`src/hdl/mcwq_pkg.sv`:
```
package mcwq_pkg;

  localparam int MAX_TASKS   = 8;
  localparam int QUEUE_DEPTH = 8;

  localparam int TASK_W = 3;
  localparam int REQ_W  = 3;
  localparam int KIND_W = 3;
  localparam int QIDX_W = (QUEUE_DEPTH > 1) ? $clog2(QUEUE_DEPTH) : 1;
  localparam int CNT_W  = $clog2(QUEUE_DEPTH + 1);

  // Request codes
  localparam logic [REQ_W-1:0] REQ_LOCK      = 3'd0;
  localparam logic [REQ_W-1:0] REQ_UNLOCK    = 3'd1;
  localparam logic [REQ_W-1:0] REQ_COND_WAIT = 3'd2;
  localparam logic [REQ_W-1:0] REQ_SIGNAL    = 3'd3;
  localparam logic [REQ_W-1:0] REQ_BROADCAST = 3'd4;

  // Event codes
  localparam logic [KIND_W-1:0] EV_GRANTED  = 3'd0;
  localparam logic [KIND_W-1:0] EV_BLOCKED  = 3'd1;
  localparam logic [KIND_W-1:0] EV_WOKEN    = 3'd2;
  localparam logic [KIND_W-1:0] EV_DONE     = 3'd3;
  localparam logic [KIND_W-1:0] EV_OVERFLOW = 3'd4;

  typedef struct packed {
    logic [REQ_W-1:0]  req_type;
    logic [TASK_W-1:0] task_id;
  } in_item_t;

  typedef struct packed {
    logic [KIND_W-1:0] event_kind;
    logic [TASK_W-1:0] event_task;
    logic              mutex_held;
    logic              last;
  } out_item_t;

  // Per-queue command from the sequencer
  typedef struct packed {
    logic              push;
    logic              pop;
    logic [TASK_W-1:0] push_data;
  } fifo_ctl_t;

endpackage

```
`src/hdl/mcwq_fifo.sv`:
```
// Task queue: circular buffer in a synchronous RAM, registered read data.
module mcwq_fifo (
  input  logic                            clk,
  input  logic                            rst_n,
  input  mcwq_pkg::fifo_ctl_t             ctl,
  output logic [mcwq_pkg::TASK_W-1:0]     rd_data,
  output logic [mcwq_pkg::CNT_W-1:0]      count
);

  localparam logic [mcwq_pkg::QIDX_W-1:0] IDX_LAST =
    mcwq_pkg::QIDX_W'(mcwq_pkg::QUEUE_DEPTH - 1);

  logic [mcwq_pkg::TASK_W-1:0] mem [mcwq_pkg::QUEUE_DEPTH];
  logic [mcwq_pkg::TASK_W-1:0] rd_data_r;
  logic [mcwq_pkg::QIDX_W-1:0] head_r, head_nxt;
  logic [mcwq_pkg::QIDX_W-1:0] tail_r, tail_nxt;
  logic [mcwq_pkg::CNT_W-1:0]  count_r, count_nxt;

  // RAM port: write at tail, read at head; read data holds between pops
  always_ff @(posedge clk) begin
    if (ctl.push) begin
      mem[tail_r] <= ctl.push_data;
    end
    if (ctl.pop) begin
      rd_data_r <= mem[head_r];
    end
  end

  // Pointer and fill count update
  always_comb begin
    head_nxt  = head_r;
    tail_nxt  = tail_r;
    count_nxt = count_r;
    if (ctl.push) begin
      tail_nxt  = (tail_r == IDX_LAST) ? '0 : tail_r + 1'b1;
      count_nxt = count_nxt + 1'b1;
    end
    if (ctl.pop) begin
      head_nxt  = (head_r == IDX_LAST) ? '0 : head_r + 1'b1;
      count_nxt = count_nxt - 1'b1;
    end
  end

  always_ff @(posedge clk) begin
    if (!rst_n) begin
      head_r  <= '0;
      tail_r  <= '0;
      count_r <= '0;
    end else begin
      head_r  <= head_nxt;
      tail_r  <= tail_nxt;
      count_r <= count_nxt;
    end
  end

  assign rd_data = rd_data_r;
  assign count   = count_r;

endmodule

```
`src/hdl/mutex_condvar_wait_queue_engine.sv`:
```
// Mutex with one condition variable and two FIFO wait queues.
// Input channel in_valid/in_stall/in_data carries one request (lock, unlock,
// condition wait, signal, broadcast) and a task number. Output channel
// out_valid/out_stall/out_data carries the events of that request; the last
// event of a request has last set, and mutex_held is the lock state after it.
// Requests that touch no queue entry (grant, block, overflow, done) load
// their event into the output register at the transfer. Requests that wake
// tasks pop the queue RAM first, into its read register, then the output
// register; further wakes of a broadcast follow one per cycle unless stalled.
// Throughput: one request per cycle without wakes while out_stall is low; the
// one-at-a-time sequencer takes no new request until the last wake is loaded.
// A new request is taken once the previous one has queued all its events
// and the output register is free or being emptied.
// Stall: while out_stall is high the output register holds its event and the
// sequencer waits; in_stall rises in turn.
// Reset (rst_n low, synchronous) frees the mutex, empties both queues and
// drops out_valid; queue RAM contents are not cleared.
module mutex_condvar_wait_queue_engine (
  input  logic                clk,
  input  logic                rst_n,
  input  logic                in_valid,
  output logic                in_stall,
  input  mcwq_pkg::in_item_t  in_data,
  output logic                out_valid,
  input  logic                out_stall,
  output mcwq_pkg::out_item_t out_data
);

  localparam logic S_IDLE = 1'b0;
  localparam logic S_RD   = 1'b1;

  localparam logic Q_MUTEX = 1'b0;
  localparam logic Q_COND  = 1'b1;

  localparam logic [mcwq_pkg::CNT_W-1:0] CNT_FULL =
    mcwq_pkg::CNT_W'(mcwq_pkg::QUEUE_DEPTH);

  logic                         state_r, state_nxt;
  logic                         locked_r, locked_nxt;
  logic                         qsel_r, qsel_nxt;
  logic [mcwq_pkg::CNT_W-1:0]   pops_r, pops_nxt;
  logic                         out_valid_r;
  mcwq_pkg::out_item_t          out_r;

  mcwq_pkg::fifo_ctl_t          mq_ctl, cq_ctl;
  logic [mcwq_pkg::TASK_W-1:0]  mq_rd, cq_rd;
  logic [mcwq_pkg::CNT_W-1:0]   mq_cnt, cq_cnt;

  logic                         out_free;
  logic                         in_xfer;
  logic                         load;
  mcwq_pkg::out_item_t          load_item;
  logic [mcwq_pkg::KIND_W-1:0]  ev_kind;
  logic [mcwq_pkg::TASK_W-1:0]  ev_task;
  logic                         ev_last;

  // The two queues never push and pop the same queue in one cycle, and an
  // entry is read only after the cycle that wrote it, so no forwarding.
  mcwq_fifo u_mutex_q (
    .clk     (clk),
    .rst_n   (rst_n),
    .ctl     (mq_ctl),
    .rd_data (mq_rd),
    .count   (mq_cnt)
  );

  mcwq_fifo u_cond_q (
    .clk     (clk),
    .rst_n   (rst_n),
    .ctl     (cq_ctl),
    .rd_data (cq_rd),
    .count   (cq_cnt)
  );

  assign out_free = !out_valid_r || !out_stall;
  assign in_stall = !((state_r == S_IDLE) && out_free);
  assign in_xfer  = in_valid && !in_stall;

  // Request decode and wake sequencer
  always_comb begin
    state_nxt = state_r;
    locked_nxt = locked_r;
    qsel_nxt  = qsel_r;
    pops_nxt  = pops_r;
    mq_ctl    = '0;
    cq_ctl    = '0;
    load      = 1'b0;
    ev_kind   = mcwq_pkg::EV_DONE;
    ev_task   = in_data.task_id;
    ev_last   = 1'b1;
    mq_ctl.push_data = in_data.task_id;
    cq_ctl.push_data = in_data.task_id;

    unique case (state_r)
      S_IDLE: begin
        if (in_xfer) begin
          if (int'(in_data.task_id) >= mcwq_pkg::MAX_TASKS) begin
            load = 1'b1;
          end else begin
            unique case (in_data.req_type)
              mcwq_pkg::REQ_LOCK: begin
                load = 1'b1;
                if (!locked_r) begin
                  locked_nxt = 1'b1;
                  ev_kind    = mcwq_pkg::EV_GRANTED;
                end else if (mq_cnt < CNT_FULL) begin
                  mq_ctl.push = 1'b1;
                  ev_kind     = mcwq_pkg::EV_BLOCKED;
                end else begin
                  ev_kind = mcwq_pkg::EV_OVERFLOW;
                end
              end
              mcwq_pkg::REQ_UNLOCK: begin
                locked_nxt = 1'b0;
                if (mq_cnt != '0) begin
                  mq_ctl.pop = 1'b1;
                  qsel_nxt   = Q_MUTEX;
                  pops_nxt   = mcwq_pkg::CNT_W'(1);
                  state_nxt  = S_RD;
                end else begin
                  load = 1'b1;
                end
              end
              mcwq_pkg::REQ_COND_WAIT: begin
                load = 1'b1;
                if (cq_cnt < CNT_FULL) begin
                  cq_ctl.push = 1'b1;
                  locked_nxt  = 1'b0;
                  ev_kind     = mcwq_pkg::EV_BLOCKED;
                  if (mq_cnt != '0) begin
                    ev_last    = 1'b0;
                    mq_ctl.pop = 1'b1;
                    qsel_nxt   = Q_MUTEX;
                    pops_nxt   = mcwq_pkg::CNT_W'(1);
                    state_nxt  = S_RD;
                  end
                end else begin
                  ev_kind = mcwq_pkg::EV_OVERFLOW;
                end
              end
              mcwq_pkg::REQ_SIGNAL, mcwq_pkg::REQ_BROADCAST: begin
                if (cq_cnt != '0) begin
                  cq_ctl.pop = 1'b1;
                  qsel_nxt   = Q_COND;
                  pops_nxt   = (in_data.req_type == mcwq_pkg::REQ_SIGNAL) ?
                               mcwq_pkg::CNT_W'(1) : cq_cnt;
                  state_nxt  = S_RD;
                end else begin
                  load = 1'b1;
                end
              end
              default: begin
                load = 1'b1;
              end
            endcase
          end
        end
      end
      S_RD: begin
        // Read data of the last pop is held until the next pop
        if (out_free) begin
          load     = 1'b1;
          ev_kind  = mcwq_pkg::EV_WOKEN;
          ev_task  = (qsel_r == Q_COND) ? cq_rd : mq_rd;
          ev_last  = (pops_r == mcwq_pkg::CNT_W'(1));
          pops_nxt = pops_r - 1'b1;
          if (ev_last) begin
            state_nxt = S_IDLE;
          end else if (qsel_r == Q_COND) begin
            cq_ctl.pop = 1'b1;
          end else begin
            mq_ctl.pop = 1'b1;
          end
        end
      end
      default: begin
        state_nxt = S_IDLE;
      end
    endcase

    load_item.event_kind = ev_kind;
    load_item.event_task = ev_task;
    load_item.mutex_held = locked_nxt;
    load_item.last       = ev_last;
  end

  // Control registers
  always_ff @(posedge clk) begin
    if (!rst_n) begin
      state_r     <= S_IDLE;
      locked_r    <= 1'b0;
      qsel_r      <= Q_MUTEX;
      pops_r      <= '0;
      out_valid_r <= 1'b0;
    end else begin
      state_r  <= state_nxt;
      locked_r <= locked_nxt;
      qsel_r   <= qsel_nxt;
      pops_r   <= pops_nxt;
      if (load) begin
        out_valid_r <= 1'b1;
      end else if (!out_stall) begin
        out_valid_r <= 1'b0;
      end
    end
  end

  // Output payload register
  always_ff @(posedge clk) begin
    if (load) begin
      out_r <= load_item;
    end
  end

  assign out_valid = out_valid_r;
  assign out_data  = out_r;

endmodule

```
`config.mk`:
```
export PLATFORM = sky130hd
export DESIGN_NAME = mutex_condvar_wait_queue_engine
export DESIGN_NICKNAME = d
export VERILOG_FILES = /design/src/hdl/mcwq_pkg.sv /design/src/hdl/mcwq_fifo.sv /design/src/hdl/mutex_condvar_wait_queue_engine.sv
export SDC_FILE = /design/constraint.sdc
export NUM_CORES = 1
export LEC_CHECK = 0
export BUFFER_PORTS_ARGS = -buffer_cell sky130_fd_sc_hd__buf_4
export CAP_MARGIN = 20
export CORE_MARGIN = 2
export CORE_UTILIZATION = 40
export CTS_CLUSTER_DIAMETER = 150
export DETAILED_ROUTE_END_ITERATION = 10
export PLACE_DENSITY = 0.55
export SLEW_MARGIN = 20
export SYNTH_ARGS = -nofsm -noshare
export SYNTH_HDL_FRONTEND = slang
export SYNTH_SLANG_ARGS = --single-unit
```
`constraint.sdc`:
```
create_clock -name clk -period 4.1 [get_ports clk]
set_clock_uncertainty 0.15 [all_clocks]
set_input_delay 0.205 -clock clk [delete_from_list [all_inputs] [get_ports clk]]
set_output_delay 0.205 -clock clk [all_outputs]
set_load 0.01 [all_outputs]
```
# Word-level counts from Yosys, hierarchy flattened
# Memories as Yosys holds them, arrays and structs flattened. A register that Yosys moved wholly into a read port is not among the register bits.
# Index checks and enable logic that the tools add are counted.
# op_classes
add_sub_neg	9
order_cmp	2
n_eq_ne	17
mux	78
bitwise	1
reduce_logical	13
# ops
op	count
1-bit 2-to-1 mux	41
4-bit 2-to-1 mux	10
3-bit 2-to-1 mux	11
3-bit == test (second input constant)	5
1-bit case mux with 2 select lines	7
3-bit by 1-bit adder with 3-bit output (second input constant)	4
3-bit case mux with 2 select lines	2
4-bit case mux with 3 select lines	1
4-bit by 1-bit subtractor with 4-bit output (second input constant)	3
5-bit AND reduction	2
1-bit case mux with 3 select lines	3
4-bit by 1-bit adder with 4-bit output (second input constant)	2
4-bit less-than comparator (second input constant)	2
4-bit case mux with 2 select lines	1
4-bit nonzero test	2
3-bit by 2-bit == test with 1-bit output (second input constant)	2
2-bit inequality test (second input constant)	3
3-bit inequality test (second input constant)	2
4-bit by 1-bit == test with 1-bit output (second input constant)	1
2-bit 2-to-1 mux	2
2-bit by 1-bit inequality test with 1-bit output (second input constant)	2
4-bit by 1-bit inequality test with 1-bit output (second input constant)	1
3-bit by 1-bit == test with 1-bit output (second input constant)	1
1-bit zero test	3
other kinds (6)	7
# totals
ff_bits	36
mem_bits_rw	48
in_bits	10
output_inout_bits	10
elab_cells	137
mem_count	2
# memory_table
name	words	width	read_ports	rd_ports_with_merged_regs	wr	line	rtl
u_cond_q.mem	8	3	1	1	1	mcwq_fifo.sv:13	logic [mcwq_pkg::TASK_W-1:0] mem [mcwq_pkg::QUEUE_DEPTH];
u_mutex_q.mem	8	3	1	1	1	mcwq_fifo.sv:13	

# Logic depth before layout (Yosys ltp)
# depth
word_depth	9
depth_mapped	9
depth_no_buf	8

# By module
# A second synthesis with hierarchy kept.
# unflattened
cells_unflattened	325
area_unflattened_um2	4316.6
# modules_own_cells
mod	instances	cells_per_inst	area_each_um2
mcwq_fifo at u_mutex_q	1	107	1615.3
mcwq_fifo at u_cond_q	1	105	1611.5
mutex_condvar_wait_queue_engine	1	113	1089.8

# Least setup slack after synthesis
# No wires, ideal clock.
# synth_timing
path_kind	reg2reg
from	register u_mutex_q.count_r (netlist bit u_mutex_q.count[0])
to	register out_r (netlist bit out_data[0]), enable pin
t_arrival_ns	1.590
required_time_ns	3.621
setup_slack_ns	2.031
stages_incl_launch_ff	9
period_less_slack_ns	2.069
path_cell_list	dfxtp_1 inv_1 ha_1 or3b_2 nor2_1 nor3b_1 o22ai_1 nand3_1 nand2_1
# synth_via
elab_chain_cells	5
# synth_rtl
item	line	rtl
start: declaration	mcwq_fifo.sv:17	logic [mcwq_pkg::CNT_W-1:0] count_r, count_nxt;
start signal: assignment	mcwq_fifo.sv:52	count_r <= count_nxt;
4-bit nonzero test	mutex_condvar_wait_queue_engine.sv:115	if (mq_cnt != '0) begin
1-bit 2-to-1 mux	mutex_condvar_wait_queue_engine.sv:115	
1-bit case mux with 2 select lines	mutex_condvar_wait_queue_engine.sv:100	unique case (in_data.req_type)
1-bit 2-to-1 mux	mutex_condvar_wait_queue_engine.sv:96	if (in_xfer) begin
1-bit case mux with 2 select lines	mutex_condvar_wait_queue_engine.sv:94	unique case (state_r)
via load	mutex_condvar_wait_queue_engine.sv:51	logic load;
end signal: assignment	mutex_condvar_wait_queue_engine.sv:211	out_r <= load_item;
end: declaration	mutex_condvar_wait_queue_engine.sv:43	mcwq_pkg::out_item_t out_r;
# The timed path passes the listed nets, and every way through them passes these cells.
# A chain may end at the register's enable or synchronous reset.

# Worst setup path after layout
# layout_timing
from	register state_r
to	memory u_mutex_q.mem[0][2] (netlist name), enable pin
# layout_via
elab_chain_cells	7
# layout_rtl
item	line	rtl
start: declaration	mutex_condvar_wait_queue_engine.sv:38	logic state_r, state_nxt;
start signal: assignment	mutex_condvar_wait_queue_engine.sv:196	state_r <= state_nxt;
1-bit NOT	-	
1-bit logical AND	mutex_condvar_wait_queue_engine.sv:76	assign in_stall = !((state_r == S_IDLE) && out_free);
1-bit logical AND	mutex_condvar_wait_queue_engine.sv:77	assign in_xfer = in_valid && !in_stall;
2-bit 2-to-1 mux	mutex_condvar_wait_queue_engine.sv:96	
1-bit 2-to-1 mux *	mutex_condvar_wait_queue_engine.sv:94	
1-bit 2-to-1 mux *	mcwq_fifo.sv:21	if (ctl.push) begin
1-bit 2-to-1 mux (implied by the code) *	mcwq_fifo.sv:22	mem[tail_r] <= ctl.push_data;
end: declaration	mcwq_fifo.sv:13	
# Mark *: on every way between the ends. The rest lies on a longest branch, timed or not.

==> impl_summary.log <==
[metrics] yosys warns: 0
[metrics] number of violations of the max-capacitance limit: 0
[metrics] wire length of the first global-routing pass: 13000 um
[metrics] largest net degree at the start of global routing: 26
[metrics] xor and xnor fraction of the mapped netlist area: 2.03%
[metrics] standard-cell row count: 37
[metrics] overall global routing resource usage: 14.9%
[metrics] Synth Area in Compound Gates: 7.65%
[metrics] DR WL met3: 365 um
[metrics] total die area: 11500 sq um
[metrics] period utilization: 65.6%
[metrics] outcome: completed
[metrics] Ant. Diodes: 0
[metrics] standard cell core area: 10300 sq um
[metrics] number of fillers in the final layout: 930
[metrics] via count of the first global-routing pass: 2424
[metrics] Remaining Overflow, GRT: 0
[metrics] die width: 107 um
[metrics] WL/cell: 16.1 um
[metrics] Total Wirelength: 7850 um
[metrics] largest family of logic cells by synthesized area: simple AND/OR/NAND/NOR gates
[metrics] area added between synthesis and finish: 10.1%
[metrics] top cells by count, synth: edfxtp_1, nor2_1, dfxtp_1, nand2_1, a21oi_1
[metrics] internal reg-to-reg setup slack: 1.41 ns
[metrics] Mean Syn Cell Area: 12.8 sq um
[metrics] most frequent cell after synthesis: edfxtp_1
[metrics] crit path max fanout: 12
[metrics] final setup violation count: 0
[metrics] maximum clock insertion buffer count: 2
[metrics] number of library cell types mapped by synthesis: 57
[metrics] category of the most critical setup path: flip-flop to flip-flop
[metrics] Layout Cells excl Fill: 487
[metrics] residual DRC count: 0
[metrics] detailed placement HPWL: 5520 um
[metrics] CTS HTree Levels: 3
[metrics] share of Yosys cell area claimed by the top area cell type: 43.8%
[metrics] kind of launch point of the worst setup path: flip-flop
[metrics] number of slew-limit violations in the final report: 0
[metrics] Final min period: 2.69 ns
[metrics] number of antenna violations at the first check in global routing: 0
[metrics] setup TNS after final layout: 0 ns
[metrics] met2 wire length: 3530 um
[metrics] sum of internal, switching and leakage power: 1.83 mW
[metrics] total iterations of the first detailed-routing run: 4
[metrics] RSZ-0062 raised after global routing: false
[metrics] Num Clock Sinks: 90
[metrics] CP required: 3.96 ns
[metrics] most area-hungry cell type in the Yosys netlist: edfxtp_1
[metrics] proportion of synthesized chip area in sequential cells: 57.0%
[metrics] dpl cells: 470
[metrics] P_leak: 1.60 nW
[metrics] post-route cell area: 4680 sq um
[metrics] share of post-route cells with drive strength above 1: 19.7%
[metrics] number of cells produced by synthesis: 332
[metrics] port buffer count: 19
[metrics] Vert. Die Dim: 107 um
[metrics] proportion of synthesized flip-flops having asynchronous set or reset: 0%
[metrics] post-route antenna net violation count: 0
[metrics] Net Count, Synth: 358
[metrics] clock root buffer: clkbuf_8
[metrics] Top Layer Used: met4
[metrics] main flop type after synthesis: edfxtp_1
[metrics] synth top area cells: edfxtp_1, dfxtp_1, mux4_2
[metrics] Post-Synth Adder-Cell Area: 4.71%
[metrics] cell area after synthesis: 4250 sq um
[metrics] Top Ports: 20
[metrics] Cell Pwr Density: 390 nW/um^2
[metrics] number of synthesized flops with an enable pin: 62
[metrics] multiplexer area fraction after synthesis: 10.8%
[metrics] total vias in the final route: 2546
[metrics] initial DRC count: 70
[metrics] endpoints failing hold: 0
[metrics] Clock Pin Slew Worst Setup and Hold Paths: 0.11 ns
[metrics] detail-routed via count per cell: 5.23
[metrics] highest clock frequency the design can meet: 0.372 GHz
[metrics] count of nets after finishing: 372
[metrics] routability congestion estimate: 0.813
[metrics] TritonCTS Buffers: 9
[metrics] area after detailed placement: 4460 sq um
[metrics] synthesized flop and latch total: 90
[metrics] VDD IR-drop max: 173 uV
[metrics] worst max-slew margin expressed relative to the limit: 42.2%
[metrics] endpoint class of the critical path: flip-flop
[metrics] starting utilization of the core area: 41.2%
[metrics] CTS resizes: 0
[metrics] clock tree from TritonCTS: built
[metrics] met1 layer wirelength in the final routing: 3820 um
[metrics] worst-margin pin slew: 0.866 ns
[metrics] critical path data arrival time: 2.55 ns
[metrics] simple-gate area share of the yosys netlist: 14.3%
[metrics] Clk Latency, worst-skew pair: 0.37 ns
[metrics] Hold WC Path Type: input pin to flip-flop
==> stage by stage <==
step | utilization, % | worst slack [ns] | hold WS (ns)
floorplan | - | 2.03 | 0.154
global placement | 43.2 | 1.55 | 0.318
detailed placement | 43.2 | 1.43 | 0.322
CTS | 45.3 | 1.41 | 0.0113
global route | 45.3 | 1.17 | 0.0255
finish | 45.3 | 1.41 | 0.0232
==> kinds of logic after synthesis <==
group / after synthesis
buffers and inverters: 29
AO/OA/AOI/OAI: 45
adder cells (fa/ha/maj): 16
XOR/XNOR: 9
multiplexers: 30
AND/OR/NAND/NOR: 113
flip-flops: 90
==> flip-flops by register name, indices dropped and copies added, names as in the netlist, 4 cells and up <==
| signal | cells |
|---|---|
| u_mutex_q.mem | 24 |
| u_mutex_q.count | 4 |
| u_cond_q.count | 4 |
| pops_r | 4 |
| out_data | 8 |
| u_cond_q.mem | 24 |
==> report_power, final <==
part	leakage, nW	switching [mW]	total, mW	internal (mW)
registers	0.783	0.0188	1.01	0.990
clock network	0.109	0.355	0.654	0.298
logic	0.709	0.0940	0.163	0.0694
==> cell type report <==
type                       count  area (sq um)  area share, %
clock buffer                   9           124           2.65
clock inverter                 7          87.6           1.87
multi-input combinational    213          1680           35.9
timing repair buffer          20           153           3.26
inverter                      12          45.0          0.963
tap                          136           170           3.64
sequential                    90          2420           51.8
==> what timing repair did <==
item                                   CTS  global route
hold buffers                             1             0
setup buffers                            0             0
endpoints found under the hold margin    4             0
==> critical path, cell delays in order, from the launching register on <==
cell      delay [ns]
dfxtp_1         0.44
a21oi_1         0.64
and4_1          0.53
nand2b_1        0.18
nor3_1          0.39
==> layout by cell type, fill, tap and decap left out, types with 16 or more instances in the layout <==
cell	netlist	final
a21oi_1	21	21
buf_4	4	19
dfxtp_1	28	28
edfxtp_1	62	62
ha_1	16	16
nand2_1	23	23
nor2_1	38	38
==> layer usage <==
| layer | up-vias | track usage (%) |
|---|---|---|
| met1 | 1200 | 20.5 |
| met3 | 13 | 3.53 |
| met5 | - | 0 |
| li1 | 1257 | - |
| met4 | 0 | 5.47 |
| met2 | 76 | 22.9 |
==> final timing paths <==
kind | end | cells past startpoint | start
worst max-delay path | u_mutex_q.mem[0][2] | 4 | state_r
worst min-delay path | u_mutex_q.mem[5][0] | 1 | in_data[0]
worst max register to register | u_mutex_q.mem[0][2] | 4 | state_r
worst min register to register | pops_r[1] | 2 | pops_r[1]
No activity file was read; power rests on OpenSTA's default activity.
